`src/rtl/keystroke_entropy_qualifier_assert.svh`:
```
// Assertion macros for the keystroke entropy qualifier.
// They expand to concurrent assertions in simulation and to nothing in synthesis.
`ifndef KEYSTROKE_ENTROPY_QUALIFIER_ASSERT_SVH
`define KEYSTROKE_ENTROPY_QUALIFIER_ASSERT_SVH

`ifndef SYNTHESIS

`define KEQ_ASSERT(label, clk, rst_n, prop) \
  label: assert property (@(posedge clk) disable iff (!(rst_n)) (prop)) \
    else $error("keq: assertion failed");

`define KEQ_ASSERT_ALWAYS(label, clk, prop) \
  label: assert property (@(posedge clk) (prop)) \
    else $error("keq: assertion failed");

`else

`define KEQ_ASSERT(label, clk, rst_n, prop)

`define KEQ_ASSERT_ALWAYS(label, clk, prop)

`endif

`endif

```
`src/rtl/keq_pkg.sv`:
```
package keq_pkg;

  localparam int unsigned EVENT_W  = 16;
  localparam int unsigned DELTA_W  = 32;
  localparam int unsigned RCOUNT_W = 3;
  localparam int unsigned WARMUP_W = 2;

  // Number of leading words that never earn credit.
  localparam logic [WARMUP_W-1:0] WARMUP_ITEMS = 2'd3;
  // Highest match count that still earns credit.
  localparam int unsigned MAX_REPEATS_OK = 1;
  // The reported match count saturates here.
  localparam int unsigned REPEAT_SAT = 7;

  typedef logic [EVENT_W-1:0]  event_t;
  typedef logic [DELTA_W-1:0]  delta_t;
  typedef logic [RCOUNT_W-1:0] rcount_t;

  // Qualification result handed from the event tracker to the top level.
  typedef struct packed {
    logic    credit;
    rcount_t repeat_count;
  } qual_t;

endpackage

```
`src/rtl/keq_estimate.sv`:
```
module keq_estimate import keq_pkg::*; #(
  parameter int unsigned DELTA_ORDERS = 2
) (
  input  logic   clk_i,
  input  logic   rst_ni,
  input  logic   update_i,
  input  delta_t delta_i,
  output delta_t estimate_o
);

  delta_t hist_q [DELTA_ORDERS];
  delta_t hist_d [DELTA_ORDERS];
  delta_t chain  [DELTA_ORDERS+1];
  delta_t lowest [DELTA_ORDERS+1];

  assign chain[0]  = delta_i;
  assign lowest[0] = delta_i;

  // Each step takes the absolute difference against one stored order, starting
  // from the highest index, and that stored order takes the value it was compared with.
  for (genvar j = 0; j < DELTA_ORDERS; j++) begin : g_order
    localparam int unsigned K = DELTA_ORDERS - 1 - j;

    assign hist_d[K]   = chain[j];
    assign chain[j+1]  = (chain[j] > hist_q[K]) ? (chain[j] - hist_q[K])
                                                : (hist_q[K] - chain[j]);
    assign lowest[j+1] = (chain[j+1] < lowest[j]) ? chain[j+1] : lowest[j];
  end

  assign estimate_o = lowest[DELTA_ORDERS];

  always_ff @(posedge clk_i or negedge rst_ni) begin
    if (!rst_ni) begin
      for (int k = 0; k < DELTA_ORDERS; k++) begin
        hist_q[k] <= '0;
      end
    end else if (update_i) begin
      hist_q <= hist_d;
    end
  end

endmodule

```
`src/rtl/keq_events.sv`:
```
module keq_events import keq_pkg::*; #(
  parameter int unsigned EVENT_DEPTH = 4
) (
  input  logic   clk_i,
  input  logic   rst_ni,
  input  logic   update_i,
  input  event_t event_i,
  output qual_t  qual_o
);

  localparam int unsigned CNT_W = $clog2(EVENT_DEPTH + 1);

  event_t                      hist_q [EVENT_DEPTH];
  logic [WARMUP_W-1:0]         warmup_q;
  logic [CNT_W-1:0]            hit_count;
  logic [CNT_W+RCOUNT_W-1:0]   hit_count_ext;

  always_comb begin
    hit_count = '0;
    for (int k = 0; k < EVENT_DEPTH; k++) begin
      if (hist_q[k] == event_i) begin
        hit_count = hit_count + CNT_W'(1);
      end
    end
  end

  assign hit_count_ext = (CNT_W + RCOUNT_W)'(hit_count);

  always_comb begin
    qual_o.credit = (warmup_q == '0) && (int'(hit_count) <= MAX_REPEATS_OK);
    if (int'(hit_count) > REPEAT_SAT) begin
      qual_o.repeat_count = RCOUNT_W'(REPEAT_SAT);
    end else begin
      qual_o.repeat_count = hit_count_ext[RCOUNT_W-1:0];
    end
  end

  always_ff @(posedge clk_i or negedge rst_ni) begin
    if (!rst_ni) begin
      for (int k = 0; k < EVENT_DEPTH; k++) begin
        hist_q[k] <= '0;
      end
      warmup_q <= WARMUP_ITEMS;
    end else if (update_i) begin
      hist_q[0] <= event_i;
      for (int k = 1; k < EVENT_DEPTH; k++) begin
        hist_q[k] <= hist_q[k-1];
      end
      if (warmup_q != '0) begin
        warmup_q <= warmup_q - WARMUP_W'(1);
      end
    end
  end

endmodule

```
`src/rtl/keystroke_entropy_qualifier.sv`:
```
// Keystroke entropy qualifier. Each input word carries an event code and the
// timer delta since the previous event; each produces exactly one result word
// holding a conservative estimate (the smallest of the delta and its first
// DELTA_ORDERS absolute differences), the number of the last EVENT_DEPTH events
// that share this code (saturating at seven), and a credit flag that is raised
// only once three words have passed since reset and the code has been seen at
// most once in that history. The block takes one word per clock cycle and keeps
// that rate while results are drained without stalls. A word is captured in an
// input register, evaluated in a single pass of combinational logic, and its
// result is registered in and presented from the output register. The longest
// path, and hence the clock rate, is set by the chain of DELTA_ORDERS subtract
// and compare steps in the estimate stage. The histories and the warm-up count
// advance only when a word moves into the output register, so stalls on the
// output side hold everything in place and simply push back on the input.
`include "keystroke_entropy_qualifier_assert.svh"

module keystroke_entropy_qualifier import keq_pkg::*; #(
  parameter int unsigned EVENT_DEPTH  = 4,
  parameter int unsigned DELTA_ORDERS = 2
) (
  input  logic    clk_i,
  input  logic    rst_ni,
  input  logic    in_valid_i,
  output logic    in_ready_o,
  input  event_t  event_code_i,
  input  delta_t  timing_delta_i,
  output logic    out_valid_o,
  input  logic    out_ready_i,
  output delta_t  estimate_o,
  output logic    credit_o,
  output rcount_t repeat_count_o
);

  // Input register.
  logic   in_valid_q;
  event_t event_q;
  delta_t delta_q;

  // Result register.
  logic    out_valid_q;
  delta_t  estimate_q;
  logic    credit_q;
  rcount_t repeat_q;

  logic   accept;
  logic   advance;
  delta_t estimate;
  qual_t  qual;

  // A held word moves on whenever the result register is empty or being drained.
  assign advance    = in_valid_q && (!out_valid_q || out_ready_i);
  assign in_ready_o = !in_valid_q || advance;
  assign accept     = in_valid_i && in_ready_o;

  keq_estimate #(
    .DELTA_ORDERS(DELTA_ORDERS)
  ) u_estimate (
    .clk_i     (clk_i),
    .rst_ni    (rst_ni),
    .update_i  (advance),
    .delta_i   (delta_q),
    .estimate_o(estimate)
  );

  keq_events #(
    .EVENT_DEPTH(EVENT_DEPTH)
  ) u_events (
    .clk_i   (clk_i),
    .rst_ni  (rst_ni),
    .update_i(advance),
    .event_i (event_q),
    .qual_o  (qual)
  );

  always_ff @(posedge clk_i or negedge rst_ni) begin
    if (!rst_ni) begin
      in_valid_q <= 1'b0;
    end else if (accept) begin
      in_valid_q <= 1'b1;
    end else if (advance) begin
      in_valid_q <= 1'b0;
    end
  end

  always_ff @(posedge clk_i) begin
    if (accept) begin
      event_q <= event_code_i;
      delta_q <= timing_delta_i;
    end
  end

  always_ff @(posedge clk_i or negedge rst_ni) begin
    if (!rst_ni) begin
      out_valid_q <= 1'b0;
    end else if (advance) begin
      out_valid_q <= 1'b1;
    end else if (out_ready_i) begin
      out_valid_q <= 1'b0;
    end
  end

  always_ff @(posedge clk_i) begin
    if (advance) begin
      estimate_q <= estimate;
      credit_q   <= qual.credit;
      repeat_q   <= qual.repeat_count;
    end
  end

  assign out_valid_o    = out_valid_q;
  assign estimate_o     = estimate_q;
  assign credit_o       = credit_q;
  assign repeat_count_o = repeat_q;

  // Credit is only ever granted for an event seen at most once in the history.
  `KEQ_ASSERT(a_credit_needs_few_repeats, clk_i, rst_ni, (out_valid_o && credit_o) |-> (repeat_count_o <= RCOUNT_W'(MAX_REPEATS_OK)))

  // The estimate never exceeds the delta of the word that produced it.
  `KEQ_ASSERT(a_estimate_bounded, clk_i, rst_ni, advance |=> (estimate_q <= $past(delta_q)))

  // A held word that cannot move on is neither lost nor altered.
  `KEQ_ASSERT(a_held_word_kept, clk_i, rst_ni, (in_valid_q && !advance) |=> (in_valid_q && $stable(delta_q) && $stable(event_q)))

endmodule
```
`config.mk`:
```
export PLATFORM = sky130hd
export DESIGN_NAME = keystroke_entropy_qualifier
export DESIGN_NICKNAME = d
export VERILOG_FILES = /design/src/rtl/keq_pkg.sv /design/src/rtl/keq_estimate.sv /design/src/rtl/keq_events.sv /design/src/rtl/keystroke_entropy_qualifier.sv
export VERILOG_INCLUDE_DIRS = /design/src /design/src/rtl
export SDC_FILE = /design/constraint.sdc
export NUM_CORES = 1
export LEC_CHECK = 0
export ABC_AREA = 1
export BUFFER_PORTS_ARGS = -buffer_cell sky130_fd_sc_hd__buf_2
export CORE_ASPECT_RATIO = 1.1
export CORE_MARGIN = 2
export CORE_UTILIZATION = 28
export DETAILED_ROUTE_END_ITERATION = 10
export PLACE_DENSITY = 0.52
export SLEW_MARGIN = 5
export SYNTH_ARGS = -nofsm -noshare
export SYNTH_HDL_FRONTEND = slang
export SYNTH_SLANG_ARGS = --single-unit
```
`constraint.sdc`:
```
create_clock -name clk_i -period 6.7 [get_ports clk_i]
set_input_delay 0.67 -clock clk_i [delete_from_list [all_inputs] [get_ports clk_i]]
set_output_delay 0.67 -clock clk_i [all_outputs]
set_load 0.03 [all_outputs]
```
* Word level (Yosys, flattened, before mapping)
Cells that the tools add are included.
Storage, ports and cells: bits in registers 216, bits of input ports 52, output and inout bits 38, word-level logic and storage cells 55
Cells by class: add/subtract/negate cells 8, order comparisons 5, equal/unequal tests 4, mux-type cells 12, reductions and logical operators 12
Operators with widths (count):
- 32-bit 2-to-1 mux | 4
- 32-bit subtractor | 4
- 16-bit equality test | 4
- 32-bit greater-than comparator | 2
- 32-bit < comparator | 2
- 3-bit 2-to-1 mux | 3
- 3-bit by 1-bit adder with 3-bit output (second input constant) | 2
- 2-bit nonzero test | 3
- 1-bit 2-to-1 mux | 5
- 3-bit by 1-bit less-or-equal comparator with 1-bit output (second input constant) | 1
- 1-bit logical AND | 3
- 1-bit by 1-bit adder with 2-bit output (second input constant) | 1
- 1-bit zero test | 2
- 2-bit zero test | 1
- 1-bit logical OR | 2
- 2-bit AND reduction | 1
- 2-bit by 1-bit subtractor with 2-bit output (second input constant) | 1

* Depth between registers and ports, before layout
word-level depth 10, mapped depth 48, mapped depth without buffers 43

* Modules after synthesis
From an unflattened synthesis, not the netlist that was laid out.
Second synthesis, totals: cells, all modules 2677, area, all modules 19208.4 um2
By module, submodules not included:
- keq_estimate | times used 1, cells each 2100, area an instance 12990.0 um2
- keq_events | times used 1, cells each 481, area an instance 3601.0 um2
- keystroke_entropy_qualifier | times used 1, cells each 96, area an instance 2617.5 um2

* Worst setup path after synthesis
Ideal clock, no wire load.
path type flip-flop to flip-flop, start point register delta_q[0], end point register estimate_q[17] (netlist: estimate_o[17]) (data pin), arrival 5.447 ns, data required time 6.447 ns, path slack 1.000 ns, cell stages (with the launch flop) 42, buffers on the path 4, period minus slack after synthesis 5.700 ns, path through edfxtp_1 -> inv_1 -> ha_1 -> inv_1 -> fa_1 -> a21oi_2 -> o21ai_4 -> nand2_1 -> nand2_2 -> nand2_2 -> nand2_2 -> nand2_4 -> inv_4 -> buf_6 -> o21ai_2 -> xor2_2 -> inv_1 -> ha_1 -> [6 not listed] -> nand3_2 -> nand2_2 -> buf_6 -> buf_6 -> nand2_1 -> nand2_1 -> xnor2_1 -> inv_1 -> ha_1 -> a21oi_1 -> nor2_1 -> a211oi_1 -> o221ai_1 -> a21oi_1 -> nand2_2 -> buf_4 -> nand2_1 -> nand2_1
RTL lines:
- from (decl) | line keystroke_entropy_qualifier.sv:37 | delta_t delta_q;
- from (signal assigned) | line keystroke_entropy_qualifier.sv:88 | delta_q <= timing_delta_i;
- to (signal assigned) | line keystroke_entropy_qualifier.sv:104 | estimate_q <= estimate;
- to (decl) | line keystroke_entropy_qualifier.sv:41 | delta_t estimate_q;

==> run_results.csv <==
group,metric,value,unit
cts,numCtsBuffers,28,
global_route,grt_pass1_vias,17400,
timing,timing.hold.ws,0.0773,ns
timing,skew,0.0321,ns
global_route,grt_pass1_wl,98900,um
detailed_routing,vias,17300,
placed_design,io_buffers,89,
die,die-area,0.0695,mm^2
cts,clk_latency,0.59,ns
cells_and_area,num-fill-cells,7275,
global_route,grtUsageTotal,18.2,%
die,fp.dieH,276,um
setup_path,cp_data_required_time,7.02,ns
setup_path,reg2regPathDepth,32,
placed_design,gp_congestion,0.983,
timing,hold_viol,0,
setup_path,r2r_start,"delta_q[16]",
timing,finalCriticalPeriod,6.34,ns
cells_and_area,area_growth_syn_to_layout,20.5,%
flow_run,maxCapViolCount,0,
timing,max_slew_margin,37.1,%
detailed_routing,viasPerCell,4.67,
setup_path,crit_top_cell,"nand2_1",
yosys,synth_mux_area_share,0.219,%
placed_design,placed_area,0.0214,mm^2
yosys,synth_nets,2848,
die,top_level_ports,90,
die,fp-row-count,99,
cells_and_area,antenna_cells,0,
setup_path,cp-startpoint,"delta_q[16]",
cells_and_area,stdcell_count,3699,
min_path,hold_path_class,"in -> async",
cells_and_area,num-nets-final,3068,
timing,period_share,94.6,%
detailed_routing,wl_per_cell,17.4,um
cts,cts.path.max_buffers,3,
detailed_routing,routed_wirelength,64300,um
global_route,antenna_found_initial,4,
yosys,synth.distinct_cells,62,
yosys,synth_top_area_share,17.2,%
placed_design,hpwl,53300,um
yosys,syn_inst,2599,
yosys,avgSynthCellArea,7.27,um^2
detailed_routing,drtPass1Iterations,5,
yosys,synth_area_leaders,"dfrtp_1 (17%), edfxtp_1 (13%), ha_1 (13%)",
detailed_routing,drc,0,
global_route,grt_max_degree,103,
timing,max_freq,158,MHz
detailed_routing,ant_nets,0,
timing,fin_tns_setup,0,ns
yosys,synth-compound-area-share,17.8,%
cts,cts_sinks,216,
die,start_util,28.4,%
setup_path,worst_path_largest_cell_delay,0.54,ns
cells_and_area,fin_area,0.0228,mm^2
yosys,yosys.area.top_type,"dfrtp_1",
cts,cts_hold_buf,0,
timing,setup_violations,0,
yosys,synthAdderAreaFrac,13.2,%
yosys,synth-xor-area-share,6.62,%
setup_path,critPathKind,"reg -> reg",
detailed_routing,drt_iter0_drc,973,
cells_and_area,final_cell_mix,"nand2_1 (624), inv_1 (389), a21oi_1 (201)",
die,die_w,252,um
status,status,"finished, final reports clean",
setup_path,slowest_stage,"o21ai_0",
yosys,yosys.area_share.simple,20.6,%
setup_path,arrival,6.66,ns
die,core,0.0665,mm^2
cts,cts_tree,"built",
yosys,synth_top_family_by_area,"simple AND/OR/NAND/NOR gates",
cells_and_area,layout_commonest_cell,"nand2_1",
cts,clk_pin_slew,0.06,ns
yosys,ys_warn_count,0,
setup_path,endpoint_kind,"flip-flop",
placed_design,dp_cells,3644,
timing,worst_pin_slew,0.944,ns
cells_and_area,drive_gt1_share,17.8,%
global_route,grt_remaining_overflow,0,
yosys,seq_area_frac_synth,30.9,%
yosys,syn-cell-area,0.0189,mm^2
cts,cts_root_buf,"clkbuf_16",
yosys,synth_seq_cells,216,
cells_and_area,multiInputGateArea,0.0114,mm^2
setup_path,cp_max_fo,32,
timing,finalMaxSlewViolations,0,
cts,h-tree-depth,1,
setup_path,start_kind,"flip-flop",
cells_and_area,regArea,0.00583,mm^2
==> worst paths after layout <==
check	endpoint	slack, ns
hold reg to reg	u_estimate.hist_q[31]	0.49
setup / recovery	estimate_o[22]	0.36
min in group clk_i	event_q[5]	0.25
hold / removal	u_events.hist_q[48]	0.08
setup reg to reg	estimate_o[22]	0.36
max in group asynchronous	u_estimate.hist_q[7]	5.20
==> cell families after synthesis <==
logic type,Yosys count
xor+xnor,141
buf+inv,506
fa+ha+maj,197
flops,216
mux,4
simple gates,943
compound gates,592
==> cell usage after synthesis (all sizes together) <==
cell     number
nand2       648
inv         422
o21ai       247
a21oi       234
ha          193
nor2        170
dfrtp       130
xor2        101
edfxtp       84
nand3        62
clkbuf       44
xnor2        40
buf          38
nand4        20
o21a         20
nor3         18
a21boi       15
a211oi       13
a21o         13
o21bai       12
nor4         10
o2111ai      10
o221ai        8
or2           7
a221oi        6
a31oi         5
fa            4
mux2i         3
nor3b         3
o211ai        3
o31ai         3
and2          2
clkinv        2
dfstp         2
nand3b        2
o22ai         2
mux2          1
o221a         1
or3           1
==> state kept, by name, indices dropped and copies added, names as in the netlist <==
register and cells:
estimate_o 32, u_estimate.hist_q 64, out_valid_o 1, repeat_count_o 3, u_events.hist_q 64, u_events.warmup_q 2, in_valid_q 1, event_q 16
credit_o 1, delta_q 32
==> layout make-up <==
cell class / instances / share of cell area (%)
multi-input cells: 1877 / 50.1
flip-flops and latches: 216 / 25.6
repair buffers: 272 / 8.39
inverters: 424 / 7.01
well taps: 858 / 4.72
clock buffers: 46 / 3.87
clock inverters: 6 / 0.264
==> through the flow <==
step / setup WS [ns] / utilization (%)
6_report: 0.360 / 34.2
5_1_grt: -0.0797 / 34.2
3_3_place_gp: -0.0680 / 32.2
3_5_place_dp: -0.0757 / 32.2
4_1_cts: 0.0275 / 33.6
2_1_floorplan: 1.00 / -
==> metal layers <==
metal  vias up  share of wire (%)  track usage, %
li1       8870                  -               -
met1      7919                 45            23.0
met2       339                 48            31.9
met3       137                3.2            1.76
met4         4                4.3            7.04
met5         -              0.042               0
==> what timing repair did <==
action | 4_1_cts | 5_1_grt
setup buffers | 0 | 3
pin swaps | 0 | 3
gates resized for setup | 4 | 113
setup endpoints to repair | 32 | 32
==> worst max-delay path, delay by kind of cell (launching register included) <==
kind | cells | cell delay [ns]
AND/OR/NAND/NOR | 11 | 1.44
adder cells (fa/ha/maj) | 3 | 1.01
buffers and inverters | 8 | 1.04
XOR/XNOR | 2 | 0.40
AO/OA/AOI/OAI | 8 | 1.80
flip-flops | 1 | 0.39
Power is not shown: default switching activity piles up to over one toggle a cycle in this logic, so the estimate is an artifact.
